$ cat config.mk
export PLATFORM = sky130hd
export DESIGN_NAME = fcd_win_cell
export DESIGN_NICKNAME = d
export VERILOG_FILES = /design/src/fcd_pkg.sv /design/src/fcd_win_cell.sv
export SDC_FILE = /design/constraint.sdc
export NUM_CORES = 1
export LEC_CHECK = 0
export ABC_CLOCK_PERIOD_IN_PS = 800
export BUFFER_PORTS_ARGS = -buffer_cell sky130_fd_sc_hd__buf_2
export CAP_MARGIN = 20
export CORE_ASPECT_RATIO = 0.9
export CORE_MARGIN = 5
export CORE_UTILIZATION = 43
export DETAILED_ROUTE_END_ITERATION = 7
export PLACE_DENSITY = 0.82
export SYNTH_ARGS = -nofsm -noshare
export SYNTH_HDL_FRONTEND = slang
export SYNTH_SLANG_ARGS = --single-unit
$ cat constraint.sdc
create_clock -name aclk -period 0.8 [get_ports aclk]
set_input_delay 0.04 -clock aclk [delete_from_list [all_inputs] [get_ports aclk]]
set_output_delay 0.04 -clock aclk [all_outputs]
set_load 0.01 [all_outputs]
$ cat src/fcd_pkg.sv
package fcd_pkg;

    // Frame limits and window geometry
    localparam int MAX_WIDTH   = 256;
    localparam int MAX_HEIGHT  = 256;
    localparam int COL_W       = $clog2(MAX_WIDTH);
    localparam int ROW_W       = $clog2(MAX_HEIGHT);
    localparam int SIZE_W      = 9;
    localparam int MIN_SIZE    = 7;
    localparam int WIN_N       = 7;
    localparam int LINES       = 6;
    localparam int EDGE        = 3;
    localparam int RING_POINTS = 16;
    localparam int FULL_NEEDED = 10;
    localparam int QUICK_NEEDED = 3;

    // Result queue
    localparam int FIFO_DEPTH  = 8;
    localparam int FIFO_AW     = $clog2(FIFO_DEPTH);

    // Configuration register indexes
    localparam int CFG_ADDR_W  = 2;
    localparam logic [CFG_ADDR_W-1:0] REG_FRAME_WIDTH    = 2'd0;
    localparam logic [CFG_ADDR_W-1:0] REG_FRAME_HEIGHT   = 2'd1;
    localparam logic [CFG_ADDR_W-1:0] REG_DIFF_THRESHOLD = 2'd2;

    localparam logic [SIZE_W-1:0] RST_FRAME_WIDTH    = 9'd160;
    localparam logic [SIZE_W-1:0] RST_FRAME_HEIGHT   = 9'd120;
    localparam logic [7:0]        RST_DIFF_THRESHOLD = 8'd20;

    // Ring of 16 points, as (cell, row) into the 7x7 window
    localparam int RING_COL [RING_POINTS] = '{0, 0, 1, 2, 3, 4, 5, 6, 6, 6, 5, 4, 3, 2, 1, 0};
    localparam int RING_ROW [RING_POINTS] = '{3, 2, 1, 0, 0, 0, 1, 2, 3, 4, 5, 6, 6, 6, 5, 4};

    typedef logic [7:0] pix_t;
    typedef pix_t [WIN_N-1:0] col_t;    // index 0 = oldest row
    typedef pix_t [LINES-1:0] line_t;   // one line store column
    typedef col_t [WIN_N-1:0] win_t;    // index 0 = oldest column

    typedef struct packed {
        logic             elig;
        logic [7:0]       cx;
        logic [7:0]       cy;
    } tag_t;

    typedef struct packed {
        logic [7:0]       cy;
        logic [7:0]       cx;
    } result_t;

endpackage

$ cat src/fcd_win_cell.sv
// One window column; shifts toward the older neighbor on each item.
module fcd_win_cell (
    input  logic          aclk,
    input  logic          shift_en,
    input  fcd_pkg::col_t col_in,
    output fcd_pkg::col_t col_out
);

    fcd_pkg::col_t col_reg;

    always_ff @(posedge aclk) begin
        if (shift_en) begin
            col_reg <= col_in;
        end
    end

    assign col_out = col_reg;

endmodule

Word-level counts from Yosys, hierarchy flattened
Index checks and enable logic that the tools add are counted.
{ "totals": {"reg_bits": 56, "inputBits": 58, "word_cells": 7} }

Logic depth before layout (Yosys ltp)
{ "logic_depth": {"ltp_word": 0, "mapped_depth": 0, "mapped_depth_nobuf": 0} }

Least setup slack after synthesis
Ideal clock, no wire load.
{ "synth_path": {"kind": "reg2out", "startpoint": "reg col_reg (netlist bit col_out[0])", "endpoint": "out col_out[0] (netlist name)", "t_arrival_ps": 394, "required_time_ps": 760, "slack_ps": 366, "path_stages_with_launch": 1, "n_path_buf": 0, "cell_sequence": "edfxtp_1"} }
{ "synth_lines": {"columns": ["item", "line", "source"], "rows": [
  ["start: declaration", "fcd_win_cell.sv:9", "fcd_pkg::col_t col_reg;"],
  ["start signal: assignment", "fcd_win_cell.sv:13", "col_reg <= col_in;"],
  ["end: declaration", "fcd_win_cell.sv:6", "output fcd_pkg::col_t col_out"]
]} }
No word-level cell between the ends.

Worst setup path after layout
{ "layout_path": {"startpoint": "reg col_reg (netlist bit col_out[11])", "endpoint": "out col_out[11] (netlist name)"} }
No word-level cell between the ends.

==> flow_metrics.env <==
export IMPL_maxSlewViolCount=0
export IMPL_p_total_mw=5.81
export IMPL_violations="negative setup slack"
export IMPL_vias=1260
export IMPL_clk_root_buffer_cell="clkbuf_8"
export IMPL_multi_input_comb_cells=0
export IMPL_use_met2_pct=32.2
export IMPL_crit_type="reg -> out"
export IMPL_tightest_slew_ns=0.157
export IMPL_largest_reg_flops=56
export IMPL_synthesis_nets=114
export IMPL_maxSlewHeadroom_pct=89.6
export IMPL_grt_overflow_total=0
export IMPL_fin_ws_ns=-0.121
export IMPL_drt_wl_total_mm=4.79
export IMPL_final_cell_mix="buf_2 (113), edfxtp_1 (56), dlygate4sd3_1 (56), clkbuf_8 (5), buf_12 (2)"
export IMPL_layout_commonest_cell="buf_2"
export IMPL_core_area_um2=3760
export IMPL_dp_cells=217
export IMPL_clock_sinks=56
export IMPL_syn_avg_cell_area_um2=30.0
export IMPL_post_route_period_util_pct=115
export IMPL_post_route_util_pct=79.7
export IMPL_place_gp_congestion=0.690
export IMPL_syn_cell_area_um2=1680
export IMPL_antenna_found_initial=0
export IMPL_final_area_um2=2990
export IMPL_setup_viol=56
export IMPL_drtIter0Drc=39
export IMPL_seq_area_frac_synth_pct=100
export IMPL_multi_input_area_um2=0
export IMPL_final_cells=281
export IMPL_grt_usage_pct=19.0
export IMPL_grt_pass1_vias=1407
export IMPL_critPathSlowestCell="edfxtp_1"
export IMPL_crit_fanout=1
export IMPL_yosysUniqueCellTypes=1
export IMPL_critical_path_buf_inv_count=1
export IMPL_synth_cells=56
export IMPL_layout_nets=292
export IMPL_htree_levels=2
export IMPL_yosys_warnings=0
export IMPL_die_area_um2=5260
export IMPL_dr_pass1_iters=4
export IMPL_maxCapViolations=0
export IMPL_initial_core_util_pct=44.8
export IMPL_die_y_um=69.3
export IMPL_slowest_delay_ns=0.42
export IMPL_status="finished with violations"
export IMPL_cts_clk_slew_worst_paths_ns=0.09
export IMPL_num_rows=21
export IMPL_holdCritPathClass="in -> reg"
export IMPL_rsz0062_at_grt="true"
export IMPL_viasPerCell=4.48
export IMPL_use_met1_pct=21.1
export IMPL_cts_buffers=5
export IMPL_p_per_area_nw_per_um2=1940
export IMPL_critical_path_required_ns=0.76
export IMPL_cts_buffer_depth=2
export IMPL_wire_per_inst_um=17.1
export IMPL_placed_area_um2=2340
export IMPL_yosys_register_bits=56
export IMPL_drive_above_1_share_pct=51.9
export IMPL_critPathCaptureType="output pin"
export IMPL_path_cells="buf_2"
export IMPL_path_delay_family="flip-flops"
export IMPL_start_kind="flip-flop"
export IMPL_area_growth_pct=78.1
export IMPL_grt_max_degree=30
export IMPL_diodes=0
export IMPL_top_usage_layer="met2"
export IMPL_drc_errors=0
export IMPL_vdd_ir_drop_max_uv=1230
export IMPL_numPortBuffers=113
export IMPL_pin_count=114
export IMPL_arrival_ns=0.88
export IMPL_grt_pass1_wl_mm=7.60
export IMPL_cts_tree="done"
export IMPL_hold_viol=0
export IMPL_fp_dieW_um=75.9
export IMPL_drtAntennaViolNets=0
export IMPL_p_leak_nw=1.29
export IMPL_grtUsageMet3_pct=8.31
export IMPL_period_minus_slack_ns=0.921
export IMPL_fmax_ghz=1.09
[report_power, final]
part | internal, mW | leakage, nW | switching [mW]
clock network | 0.624 | 0.0414 | 0.857
logic | 0.439 | 0.697 | 0.350
registers | 3.48 | 0.548 | 0.0616
total | 4.54 | 1.29 | 1.27
[area by class of cell]
type,count,area [µm²]
Tap cell,46,57.6
Fill cell,205,763
Clock buffer,6,72.6
Sequential cell,56,1680
Timing Repair Buffer,171,1170
Clock inverter,2,16.3
[cells by family after synthesis]
kind of cell	count (synthesis)	share of synthesized area, %
flip-flops	56	100
[through the flow]
step           TNS, ns  hold slack, ns  setup WS (ns)
2_1_floorplan        0           0.139          0.366
3_3_place_gp         0           0.216          0.120
3_5_place_dp         0           0.218          0.106
4_1_cts          -3.90           0.204         -0.103
5_1_grt          -6.17           0.202         -0.160
6_report         -3.42           0.222         -0.121
[synth_stat cells]
cell      number  area, µm²
edfxtp_1      56       1680
[layer usage]
| metal | up-vias | wire (µm) |
|---|---|---|
| li1 | 581 | - |
| met1 | 588 | 1780 |
| met2 | 82 | 2410 |
| met3 | 9 | 518 |
| met4 | 0 | 82 |
| met5 | - | 0 |
[worst paths after layout]
path / start / to / slack [ns] / cells after the start
setup / recovery: col_out[11] / col_out[11] / -0.12 / 1
hold / removal: shift_en / col_out[13] / 0.22 / 2
[timing repair]
item / CTS / global route
buffers inserted: 0 / 0
resized for setup: 0 / 0
endpoints found under the hold margin: 56 / 0
endpoints found under the setup margin: 56 / 56
hold buffers: 56 / 0
Note: power is estimated with default switching activity, not from simulation.
