### config.mk
export PLATFORM = sky130hd
export DESIGN_NAME = fcd_ram
export DESIGN_NICKNAME = d
export VERILOG_FILES = /design/src/fcd_ram.sv
export SDC_FILE = /design/constraint.sdc
export NUM_CORES = 2
export LEC_CHECK = 0
export CORE_MARGIN = 2
export CORE_UTILIZATION = 46
export DETAILED_ROUTE_END_ITERATION = 6
export DONT_BUFFER_PORTS = 1
export PLACE_DENSITY = 0.61
export SYNTH_ARGS = -nofsm -noshare
export SYNTH_HDL_FRONTEND = slang
export SYNTH_SLANG_ARGS = --single-unit
export TNS_END_PERCENT = 5
### constraint.sdc
create_clock -name clk -period 4.7 [get_ports clk]
set_clock_uncertainty 0.1 [all_clocks]
set_input_delay 0.235 -clock clk [delete_from_list [all_inputs] [get_ports clk]]
set_output_delay 0.235 -clock clk [all_outputs]
set_load 0.02 [all_outputs]
### src/fcd_ram.sv
module fcd_ram #(
    parameter int WIDTH = 8,
    parameter int DEPTH = 256
) (
    input  logic                     clk,
    input  logic                     we,
    input  logic [$clog2(DEPTH)-1:0] waddr,
    input  logic [WIDTH-1:0]         wdata,
    input  logic                     re,
    input  logic [$clog2(DEPTH)-1:0] raddr,
    output logic [WIDTH-1:0]         rdata
);

    logic [WIDTH-1:0] mem [DEPTH];

    always_ff @(posedge clk) begin
        if (we) begin
            mem[waddr] <= wdata;
        end
        if (re) begin
            rdata <= mem[raddr];
        end
    end

endmodule

* Word-level counts from Yosys, hierarchy flattened
Memories as Yosys holds them, arrays and structs flattened. A register that Yosys moved wholly into a read port is not among the register bits.
Cells that the tools add are included.
** Storage, ports and cells
- Output and inout port bits :: 8
- RAM bits :: 2048
- Memories kept :: 1
- Word-level logic and storage cells :: 3
- Register bits :: 0
** Cells by class
- Muxes and demuxes :: 2
** Memories
- mem :: words 256, width 8, rd ports 1, clocked after memory_dff 1, wr ports 1, RTL line 14 : logic [WIDTH-1:0] mem [DEPTH];
** Operators by type and width (number)
- 1-bit 2-to-1 mux :: 2

* Depth between registers and ports, before layout
- Depth after elaboration :: 2
- Mapped depth :: 11
- Gate-level depth less buffers :: 6

* Least setup slack after synthesis
No wires, ideal clock.
- Path type :: input port to flip-flop
- Start :: input port raddr[0]
- End :: register rdata[2], read port of mem, data pin
- Library setup time :: 0.269 ns
- Buffers on the path :: 4
- Arrival :: 2.042 ns
- Stages :: 9
- Path slack :: 2.289 ns
- Required time :: 4.331 ns
- Cells stage by stage :: buf_6 -> buf_12 -> buf_8 -> buf_2 -> mux4_2 -> a22oi_1 -> a21oi_1 -> nor4_1 -> nor4_2
** RTL lines
- start: declaration :: RTL line 10 : input logic [$clog2(DEPTH)-1:0] raddr,
- end: declaration :: RTL line 11 : output logic [WIDTH-1:0] rdata

==> summary by stage <==
Outcome
The flow ran to the end, but the final reports show violations. The final reports fail on negative hold slack, max-capacitance violations, max-slew violations.

STA
The final critical-path required period is just over 4 ns. The ratio of final minimum period to clock period is around 88%. Setup repair after global routing left no endpoint under its margin. Setup violations remaining at the end of the flow were counted as 0. The worst slack on hold paths is -0.0283 ns. The final-report hold violation count is 25. The total negative slack for setup checks is 0 ns. The slew of the pin with the lowest slew margin is roughly 1.9 ns.

The count of final max-slew check failures was 191. The tightest slew margin relative to the limit is -25.4%. The fmax is between 0.2 and 0.25 GHz.

Clock network
The number of post-CTS setup repair buffers is 0. Clock tree synthesis selected as its root buffer the cell clkbuf_16. The count of clock tree sinks is roughly 2000. The H-tree depth is 4. The total clock buffers created by CTS is just over 200. TritonCTS built the clock tree. Clock-pin slew was measured on the worst setup and hold paths at approximately 0.06 ns. At the later pin of the worst-skew pair, clock insertion delay measures 0.85 ns. The longest clock path from root to sink contains 3 buffers. The number of gates resized after CTS is 0.

Placement
Detailed placement finished with a half-perimeter wire length of approximately 110000 µm. At the end of routability-driven placement, the weighted congestion stood at approximately 0.83. Input and output buffers added on the ports amount to 0. After detailed placement, the design holds a cell count of between 5000 and 6000.

Critical path
Tracing the worst setup path back leads to its startpoint at raddr[0]. The worst register-to-register path begins at mem[84][0]$_DFFE_PP_. Of all nets on the critical path, the largest fanout is 130. The startpoint kind of the worst setup timing path is an input port. In this design, the largest share of critical-path delay is due to buffers and inverters. The critical path contains buffers and inverters numbering 4 combined. The cell seen most often among critical-path stages is buf_16. The arrival time of data at the critical path endpoint is 4.56 ns. For the worst setup path, the data required time is 5.14 ns.

Among all stages on the critical path, the largest delay is contributed by nor4_1. The largest single stage delay on the critical path is about 0.76 ns. STA classifies the critical path endpoint as a flip-flop.

Traced cell by cell, the critical path runs through buf_16, buf_16, buf_16, mux4_2, a22oi_1, a21oi_1, nor4_1, buf_4, nor4_1. The worst setup path is of the input port to flip-flop kind.

Logic synthesis
The post-synthesis sequential area ratio is about 78%. The post-synthesis cell count is about 3700. Averaged over all synthesized cells, the footprint is 21.3 µm². The number of flops mapped to enable cells by yosys is between 2000 and 2500. The number of distinct library cell variants in the gate-level netlist after synthesis is 54. The area share of the leading cell type in the synthesized netlist is 77.5%. Of all flip-flops after synthesis, the portion carrying an async set or reset was 0%. Among all flip-flop cells after synthesis, the most frequent one is edfxtp_1. The post-synthesis net count is around 3800.

The number of register bits inferred by synthesis is about 2100. After synthesis the cells add up to roughly 0.08 mm². By area the synthesized netlist is led by edfxtp_1 78%, mux4_2 13%, mux2i_1 1.7%. Of all cell types, the one taking the most synthesized area is edfxtp_1.

Yosys printed 0 warnings.

Drt
Using the TritonRoute via totals, the vias-per-cell ratio works out to approximately 6.2. The number of vias after detailed routing is 38858. For this run, design rule violations remaining after detail routing come to 0.

The first TritonRoute pass finished after 6 iterations. Summed over all layers, the routed wires come to 201000 µm. Once detail routing completed, the nets flagged for antenna violations numbered 0.

The wire length per cell after detailed routing is approximately 32 µm. After the first detailed-routing iteration, the DRC count stood at between 5000 and 6000.

Floorplanning
The number of ports placed on the die boundary is 35. The die covers 0.176 mm². The floorplan die width is roughly 420 µm. Row generation in the floorplan step produced roughly 150 rows. Measured along the y axis, the die boundary spans 420 µm. The initial utilization of the core area, before any placement, comes to 46.4%.

The placeable core region is between 0.15 and 0.2 mm².

Pwr
Dividing total power by cell area gives a power density of 422 mW/mm². IR analysis of the VDD net gives a maximum drop of 429 µV. For this design the static power due to leakage is about 27 nW.

Worst hold path
The path category of the worst min-delay check is input port to flip-flop. The launch point of the worst hold path is wdata[4].

Global routing
Summed over all layers, the global routing overflow is 0. The via count of the first global-routing pass was 38318. The first-pass GRT wire length is around 290000 µm. The number of antenna violations at the first check in global routing came to 3. Entering global routing, the biggest net connects roughly 580 pins. The overall routing resource usage is between 20% and 30%.

Finish
Cells with a size suffix above 1 make up between 20% and 30% of the layout. At the end of the flow the core is filled with cells to approximately half. After filler insertion, the fill cell instance count of the layout stands at between 10000 and 15000. Once layout is complete, the cells apart from fillers number about 6300. The final layout contains between 3000 and 4000 nets.

From synthesis to final layout, the design area changed by 11.1%.

Flow run
The reported max-cap violation count is 1.
[placed cells by master, fill, tap and decap left out, drive strengths merged, types with 4 or more instances in the layout]
cell type,instances
a21oi,96
bufinv,12
diode,5
a211oi,16
clkbuf,253
a2111oi,5
o22a,5
a22o,8
o21ai,12
o211ai,10
a22oi,133
dlygate4sd3,20
mux2i,134
nor2b,31
inv,5
or2,4
nand2,33
nand4,10
o221ai,47
nor4,27
mux4,456
edfxtp,2056
nor3,22
o32ai,5
clkinvlp,5
nand3,34
buf,74
nand2b,8
o22ai,28
nor2,282
a221oi,14
clkinv,96
and2,6
[area by class of cell]
cell class	instances	area [µm²]	area share, %
Sequential cell	2056	61700	69.8
Multi-Input combinational cell	1442	16500	18.7
Inverter	2	7.51	0.00848
Timing Repair Buffer	96	1050	1.18
Tap cell	2310	2890	3.27
Clock inverter	116	981	1.11
Antenna cell	5	12.5	0.0141
Clock buffer	251	5280	5.97
[kinds of logic after synthesis]
kind of cell / count (synthesis) / synth area share, %
flip-flops: 2056 / 77.5
AND/OR/NAND/NOR: 466 / 2.63
buffers and inverters: 235 / 1.83
AO/OA/AOI/OAI: 385 / 3.42
multiplexers: 591 / 14.6
[what timing repair did]
item / in CTS / in global routing
hold buffers: 26 / 2
hold endpoints to repair: 2356 / 16
setup endpoints to repair: 0 / 5
[worst register-to-register path: stages (launching register included)]
cell and delay (ns):
edfxtp_1 0.38, mux4_2 0.47, mux4_2 0.55, nor2b_1 0.19
nor4_1 1.25, nor4_2 0.15
[layer usage]
metal / GRT usage, % / part of all wire (%)
met1: 32.5 / 41
met2: 35.9 / 49
met3: 4.09 / 7.7
met4: 6.44 / 2.6
met5: 0 / 0.0065
[Yosys cell counts (all sizes together), types with 2 or more instances]
cell     number
nand4        10
nor3         22
a22oi       133
and3b         2
a21oi        96
a22o          8
mux4        456
a311oi        2
nand2        33
o22ai        28
nand2b        8
o32ai         5
a2111oi       5
nor2        282
nand3        34
o21ai        12
nor4         27
nand3b        2
o221ai       47
edfxtp     2056
buf         122
nor2b        31
o22a          5
a221oi       14
mux2i       134
o211ai       10
a211oi       16
and2          6
or2           4
a31oi         2
clkbuf      111
[stage by stage]
stage / worst slack, ns / area (µm²) / total power (W) / hold WS [ns]
2_1_floorplan: 2.29 / 79600 / 0.0216 / 0.234
3_3_place_gp: 0.592 / 81600 / 0.0217 / 0.262
3_5_place_dp: 1.06 / 81600 / 0.0217 / 0.257
4_1_cts: 1.51 / 88300 / 0.0374 / 0.00434
5_1_grt: 0.334 / 88500 / 0.0383 / 0.00623
6_report: 0.580 / 88500 / 0.0374 / -0.0283
[registers in the layout, indices dropped and copies added (netlist names)]
| signal | flops |
|---|---|
| rdata | 8 |
| mem | 2048 |
[where the power goes]
| part | switching, W | internal, W |
|---|---|---|
| clock | 0.00683 | 0.00862 |
| sequential | 0.0000402 | 0.0202 |
| combinational | 0.00103 | 0.000596 |
| total | 0.00790 | 0.0295 |
[final timing paths]
kind                      endpoint  slack, ns  cells after the start
max             rdata[1]$_DFFE_PP_       0.58                      9
min          mem[210][4]$_DFFE_PP_      -0.03                      1
max reg2reg     rdata[0]$_DFFE_PP_       1.30                      5
min reg2reg     rdata[3]$_DFFE_PP_       0.97                      6
Power figures use the tool's default switching activity.
