$ cat config.mk
export PLATFORM = sky130hd
export DESIGN_NAME = fcd_out_fifo
export DESIGN_NICKNAME = d
export VERILOG_FILES = /design/src/fcd_pkg.sv /design/src/fcd_out_fifo.sv
export SDC_FILE = /design/constraint.sdc
export NUM_CORES = 1
export LEC_CHECK = 0
export BUFFER_PORTS_ARGS = -buffer_cell sky130_fd_sc_hd__buf_2
export CORE_ASPECT_RATIO = 0.9
export CORE_MARGIN = 5
export CORE_UTILIZATION = 59
export CTS_CLUSTER_DIAMETER = 120
export DETAILED_ROUTE_END_ITERATION = 8
export PLACE_DENSITY = 0.81
export RECOVER_POWER = 50
export SLEW_MARGIN = 30
export SYNTH_ARGS = -nofsm -noshare
export SYNTH_HDL_FRONTEND = slang
export SYNTH_SLANG_ARGS = --single-unit
$ cat constraint.sdc
create_clock -name aclk -period 2.9 [get_ports aclk]
set_input_delay 0.58 -clock aclk [delete_from_list [all_inputs] [get_ports aclk]]
set_output_delay 0.58 -clock aclk [all_outputs]
set_load 0.02 [all_outputs]
$ cat src/fcd_pkg.sv
package fcd_pkg;

    // Frame limits and window geometry
    localparam int MAX_WIDTH   = 256;
    localparam int MAX_HEIGHT  = 256;
    localparam int COL_W       = $clog2(MAX_WIDTH);
    localparam int ROW_W       = $clog2(MAX_HEIGHT);
    localparam int SIZE_W      = 9;
    localparam int MIN_SIZE    = 7;
    localparam int WIN_N       = 7;
    localparam int LINES       = 6;
    localparam int EDGE        = 3;
    localparam int RING_POINTS = 16;
    localparam int FULL_NEEDED = 10;
    localparam int QUICK_NEEDED = 3;

    // Result queue
    localparam int FIFO_DEPTH  = 8;
    localparam int FIFO_AW     = $clog2(FIFO_DEPTH);

    // Configuration register indexes
    localparam int CFG_ADDR_W  = 2;
    localparam logic [CFG_ADDR_W-1:0] REG_FRAME_WIDTH    = 2'd0;
    localparam logic [CFG_ADDR_W-1:0] REG_FRAME_HEIGHT   = 2'd1;
    localparam logic [CFG_ADDR_W-1:0] REG_DIFF_THRESHOLD = 2'd2;

    localparam logic [SIZE_W-1:0] RST_FRAME_WIDTH    = 9'd160;
    localparam logic [SIZE_W-1:0] RST_FRAME_HEIGHT   = 9'd120;
    localparam logic [7:0]        RST_DIFF_THRESHOLD = 8'd20;

    // Ring of 16 points, as (cell, row) into the 7x7 window
    localparam int RING_COL [RING_POINTS] = '{0, 0, 1, 2, 3, 4, 5, 6, 6, 6, 5, 4, 3, 2, 1, 0};
    localparam int RING_ROW [RING_POINTS] = '{3, 2, 1, 0, 0, 0, 1, 2, 3, 4, 5, 6, 6, 6, 5, 4};

    typedef logic [7:0] pix_t;
    typedef pix_t [WIN_N-1:0] col_t;    // index 0 = oldest row
    typedef pix_t [LINES-1:0] line_t;   // one line store column
    typedef col_t [WIN_N-1:0] win_t;    // index 0 = oldest column

    typedef struct packed {
        logic             elig;
        logic [7:0]       cx;
        logic [7:0]       cy;
    } tag_t;

    typedef struct packed {
        logic [7:0]       cy;
        logic [7:0]       cx;
    } result_t;

endpackage

$ cat src/fcd_out_fifo.sv
// Small result queue; head is shown combinationally.
module fcd_out_fifo (
    input  logic                      aclk,
    input  logic                      aresetn,
    input  logic                      push,
    input  fcd_pkg::result_t          push_data,
    input  logic                      pop,
    output fcd_pkg::result_t          head,
    output logic                      not_empty,
    output logic [fcd_pkg::FIFO_AW:0] count
);

    fcd_pkg::result_t                mem_reg [fcd_pkg::FIFO_DEPTH];
    logic [fcd_pkg::FIFO_AW-1:0]     wr_ptr_reg, wr_ptr_next;
    logic [fcd_pkg::FIFO_AW-1:0]     rd_ptr_reg, rd_ptr_next;
    logic [fcd_pkg::FIFO_AW:0]       count_reg, count_next;
    logic                            do_pop;

    assign do_pop = pop && (count_reg != '0);

    always_comb begin
        wr_ptr_next = push   ? wr_ptr_reg + 1'b1 : wr_ptr_reg;
        rd_ptr_next = do_pop ? rd_ptr_reg + 1'b1 : rd_ptr_reg;
        count_next  = count_reg;
        if (push && !do_pop) begin
            count_next = count_reg + 1'b1;
        end else if (!push && do_pop) begin
            count_next = count_reg - 1'b1;
        end
    end

    always_ff @(posedge aclk) begin
        if (!aresetn) begin
            wr_ptr_reg <= '0;
            rd_ptr_reg <= '0;
            count_reg  <= '0;
        end else begin
            wr_ptr_reg <= wr_ptr_next;
            rd_ptr_reg <= rd_ptr_next;
            count_reg  <= count_next;
        end
    end

    always_ff @(posedge aclk) begin
        if (push) begin
            mem_reg[wr_ptr_reg] <= push_data;
        end
    end

    assign head      = mem_reg[rd_ptr_reg];
    assign not_empty = (count_reg != '0);
    assign count     = count_reg;

endmodule

Word level (Yosys, flattened, before mapping)
Memory sizes are Yosys's and may differ from the RTL's. A register that Yosys moved wholly into a read port is not among the register bits.
Cells that the tools add are included.
{"block": "classes", "n_mux": 6, "bitwise_logic": 0, "eq_ne": 0, "n_reduce_logical": 7, "n_addsub": 4, "div_mod_pow": 0, "magnitude_cmp": 0, "mul": 0, "shift": 0}
{"cell": "4-bit 2-to-1 mux", "count": 2}
{"cell": "3-bit by 1-bit adder with 3-bit output, second input constant", "count": 2}
{"cell": "3-bit 2-to-1 mux", "count": 2}
{"cell": "4-bit by 1-bit adder with 4-bit output, second input constant", "count": 1}
{"cell": "4-bit nonzero test", "count": 1}
{"cell": "4-bit by 1-bit subtractor with 4-bit output, second input constant", "count": 1}
{"cell": "1-bit logical AND", "count": 3}
{"cell": "1-bit logical NOT", "count": 2}
{"cell": "1-bit 2-to-1 mux", "count": 2}
{"cell": "2-bit nonzero test", "count": 1}
{"block": "totals", "ff_bits": 10, "memories": 1, "out_inout_bits": 21, "in_bits": 20, "ram_bits": 128, "latchBits": 0, "mem_bits_ro": 0}
{"memory": "mem_reg", "words": 8, "width": 16, "rd": 1, "rd_clocked_by_memory_dff": 1, "wr": 1, "line": "fcd_out_fifo.sv:13", "text": "fcd_pkg::result_t mem_reg [fcd_pkg::FIFO_DEPTH];"}

Logic depth before layout (Yosys ltp)
{"block": "logic_depth", "word_depth": 5, "mapped_depth": 9}

Worst setup path after synthesis
OpenSTA, ideal clock, no wires.
{"block": "synth_timing", "kind": "reg-to-reg", "startpoint": "register count_reg, in the netlist count[1]", "endpoint": "register count_reg, in the netlist count[3]", "required_ns": 2.828, "arrival_time_ns": 2.315, "n_path_buf": 0, "path_stages_with_launch": 10, "slack_ns": 0.513, "setup_time_ns": 0.072, "cell_sequence": "dfxtp_1 -> or4_4 -> nand2_1 -> ha_1 -> inv_1 -> ha_1 -> a21oi_1 -> a211oi_1 -> a31oi_1 -> mux2i_1"}
{"block": "synth_between", "elab_chain_cells": 5, "elab_cells_between_ends": 10, "cone_classes": "add/sub (2); mux (2); reduce/logical (6)"}
{"element": "start, declared", "line": "fcd_out_fifo.sv:16", "text": "logic [fcd_pkg::FIFO_AW:0] count_reg, count_next;"}
{"element": "start signal, assigned", "line": "fcd_out_fifo.sv:40", "text": "count_reg <= count_next;"}
{"element": "4-bit nonzero test (*)"}
{"element": "net not_empty", "line": "fcd_out_fifo.sv:9", "text": "output logic not_empty,"}
{"element": "1-bit logical AND (*)", "line": "fcd_out_fifo.sv:19", "text": "assign do_pop = pop && (count_reg != '0);"}
{"element": "1-bit logical NOT", "line": "fcd_out_fifo.sv:25", "text": "if (push && !do_pop) begin"}
{"element": "1-bit logical AND", "line": "fcd_out_fifo.sv:25"}
{"element": "4-bit 2-to-1 mux or 2-bit nonzero test (tied branches)"}
The timed path passes the listed nets; every way through them passes the cells marked *. The select of a mux whose other input is x is not followed.
A chain may end at the register's enable or synchronous reset.

==> out/results.ini <==
[floorplan]
initial_utilization_pct = 60.6
die-area_mm2 = 0.0115
coreArea_mm2 = 0.00917
rows = 33
die_w_um = 112
io_pins = 41
dieHeight_um = 102

[critical_path]
worst_r2r_path_depth = 9
critPathArrivalTime_ns = 2.19
cp-end-kind = output port
worstPathRequired_ns = 2.32
cpLargestDelayFamily = multiplexers
cpPeakStageDelay_ns = 0.61
critPathLaunchType = flop
rrSetupSlack_ns = 0.44
cp_max_fo = 22
r2r_start = count[1]
reg2reg_to = count[3]
crit_type = flop to output port
critPathSlowestCell = mux4_1
path_cells = buf_6 > mux4_1 > mux2_2 > buf_2
crit_buf_inv = 2

[sta]
max_freq_mhz = 361
final-hold-violation-count = 0
setup_violations = 0
worstMarginPinSlew_ns = 1.21
clock_skew_ns = 0.00605
grt_setup_unrepaired = no
slew_viol_final = 0
relSlewSlack_pct = 19.1
min_period_over_period_pct = 95.5
setup_tns_ns = 0
fin_crit_ns = 2.77

[clocking]
numCtsBuffers = 17
cts_root_buf = clkbuf_8
cts_max_level = 4
ctsResizeCount = 0
clkSinkCount = 141
cts_tree = yes
cts_buffer_depth = 2
clk_latency_ns = 0.51
ctsHoldBuffers = 0
cts_setup_buffers = 0
path_clk_slew_ns = 0.06

[finish]
n_antenna_cell = 0
fillers = 560
final_nets = 340
layout_common_cells = 128 x edfxtp_1, 28 x mux4_1, 24 x buf_2
largest_reg_flops = 128
area_delta_synth_final_pct = 17.7
instances_no_fill = 449
drive_gt1_share_pct = 26.3
multi_input_area_mm2 = 0.00138
final_common_cell = edfxtp_1
regArea_mm2 = 0.00410

[synthesis]
ys_warn_count = 0
synth-seq-cells = 141
synth_nets = 280
syn_area_mm2 = 0.00555
synthCells = 254
synth_cell_types = 28
avgSynthCellArea_um2 = 21.9
ys_seq_area_share_pct = 73.9

[drt]
drtIter0Drc = 135
wl_per_cell_um = 20.9
routed_wl_mm = 9.40
avgViaCountPerCell = 5.80
num_vias = 2603
drtAntennaViolNets = 0
drtPass1Iterations = 4
drc = 0

[power_and_ir_drop]
peakVddDrop_uv = 500
swShare_pct = 25.2
intPower_mw = 4.31
p_leak_nw = 2.22
power_density_mw_per_mm2 = 883
pwr-share-comb_pct = 20.8
seqPwrFrac_pct = 41.1
p_clk_share_pct = 38.0
switchingPower_mw = 1.46

[grt]
grt_pass1_vias = 2683
grt_pass1_wl_mm = 14.4
grt_usage_pct = 17.5
overflow = 0
grt_antenna_before_repair = 0
grt_max_degree = 33

[worst_hold_path]
min_path_type = input pin to flop
worstHoldPathCells = 3
hold_start = pop
whs_endpoint = rd_ptr_reg[1]

[place]
dpl.hpwl_mm = 5.58
place_inst = 417
port_buffers = 40
place_congestion = 0.718

[job]
maxCapViolCount = 0

[status]
status = finished, final reports clean

==> worst max path at each step <==
stage | from | end | slack [ns] | depth (start not counted)
2_1_floorplan | count[1] | count[3] | 0.51 | 9
3_3_place_gp | count[1] | count[3] | 0.60 | 9
3_5_place_dp | count[1] | count[3] | 0.49 | 9
4_1_cts | flop | head[4] | 0.005 | 4
5_1_grt | flop | head[4] | 0.04 | 4
6_report | flop | head[4] | 0.13 | 4
==> cells by family (layout without fill, tap and decap cells) <==
family	after synthesis	after routing	share of synthesized area, %
AOI/OAI and AO/OA	5	5	0.563
xor gates and xnor gates	6	6	0.946
adders and majority gates	6	6	1.49
buffers and inverters	12	85	1.37
DFF	141	141	73.9
muxes	51	51	18.7
and+or+nand+nor	33	33	3.06
==> cells in the mapped netlist (all sizes together) <==
| library cell | n | area, um^2 |
|---|---|---|
| edfxtp | 128 | 3840 |
| mux4 | 32 | 826 |
| mux2 | 16 | 180 |
| dfxtp | 13 | 260 |
| and2 | 7 | 43.8 |
| buf | 7 | 56.3 |
| nand2 | 7 | 26.3 |
| nor2 | 7 | 26.3 |
| ha | 5 | 62.6 |
| xnor2 | 5 | 43.8 |
| clkbuf | 4 | 16.3 |
| nand2b | 4 | 25.0 |
| mux2i | 3 | 30.0 |
| nand3 | 3 | 15.0 |
| nor2b | 2 | 12.5 |
| nor3 | 2 | 10.0 |
| a211oi | 1 | 7.51 |
| a21boi | 1 | 7.51 |
| a21oi | 1 | 5.00 |
| a31oi | 1 | 6.26 |
| fa | 1 | 20.0 |
| inv | 1 | 3.75 |
| o21ai | 1 | 5.00 |
| or4 | 1 | 11.3 |
| xor2 | 1 | 8.76 |
==> through the flow <==
step           power, mW  utilization [%]  area (um^2)  worst slack, ns  hold WS (ns)
2_1_floorplan       3.34                -         5550            0.513         0.467
3_3_place_gp        3.59             64.9         5950            0.598         0.481
3_5_place_dp        3.62             64.9         5950            0.489         0.493
4_1_cts             5.82             71.6         6560          0.00522         0.310
5_1_grt             6.00             71.3         6530           0.0392         0.409
6_report            5.77             71.3         6530            0.131         0.405
==> area by class of cell <==
| cell class | instances | share of cell area (%) |
|---|---|---|
| Sequential cell | 141 | 62.8 |
| Inverter | 1 | 0.0574 |
| Clock inverter | 12 | 2.87 |
| Clock buffer | 20 | 6.51 |
| Multi-Input combinational cell | 101 | 21.1 |
| Tap cell | 122 | 2.34 |
| Timing Repair Buffer | 52 | 4.33 |
==> power by group through the flow <==
stage,clock network [mW],logic [mW],registers (mW)
global route,2.32,1.30,2.38
CTS,2.22,1.22,2.37
detailed placement,0,1.21,2.41
floorplan,0,0.906,2.43
finish,2.19,1.20,2.37
global placement,0,1.19,2.41
==> layer usage <==
metal	vias up	track usage, %	routed length [um]
li1	1185	-	-
met1	1349	21.0	4020
met2	57	30.5	4860
met3	12	5.15	407
met4	0	6.65	123
met5	-	0	0
==> worst min-delay path, stage by stage <==
cell and delay [ns]:
buf_2 0.11, nand3_1 0.07, a21boi_0 0.10
Note: power is estimated with default switching activity, not from simulation.
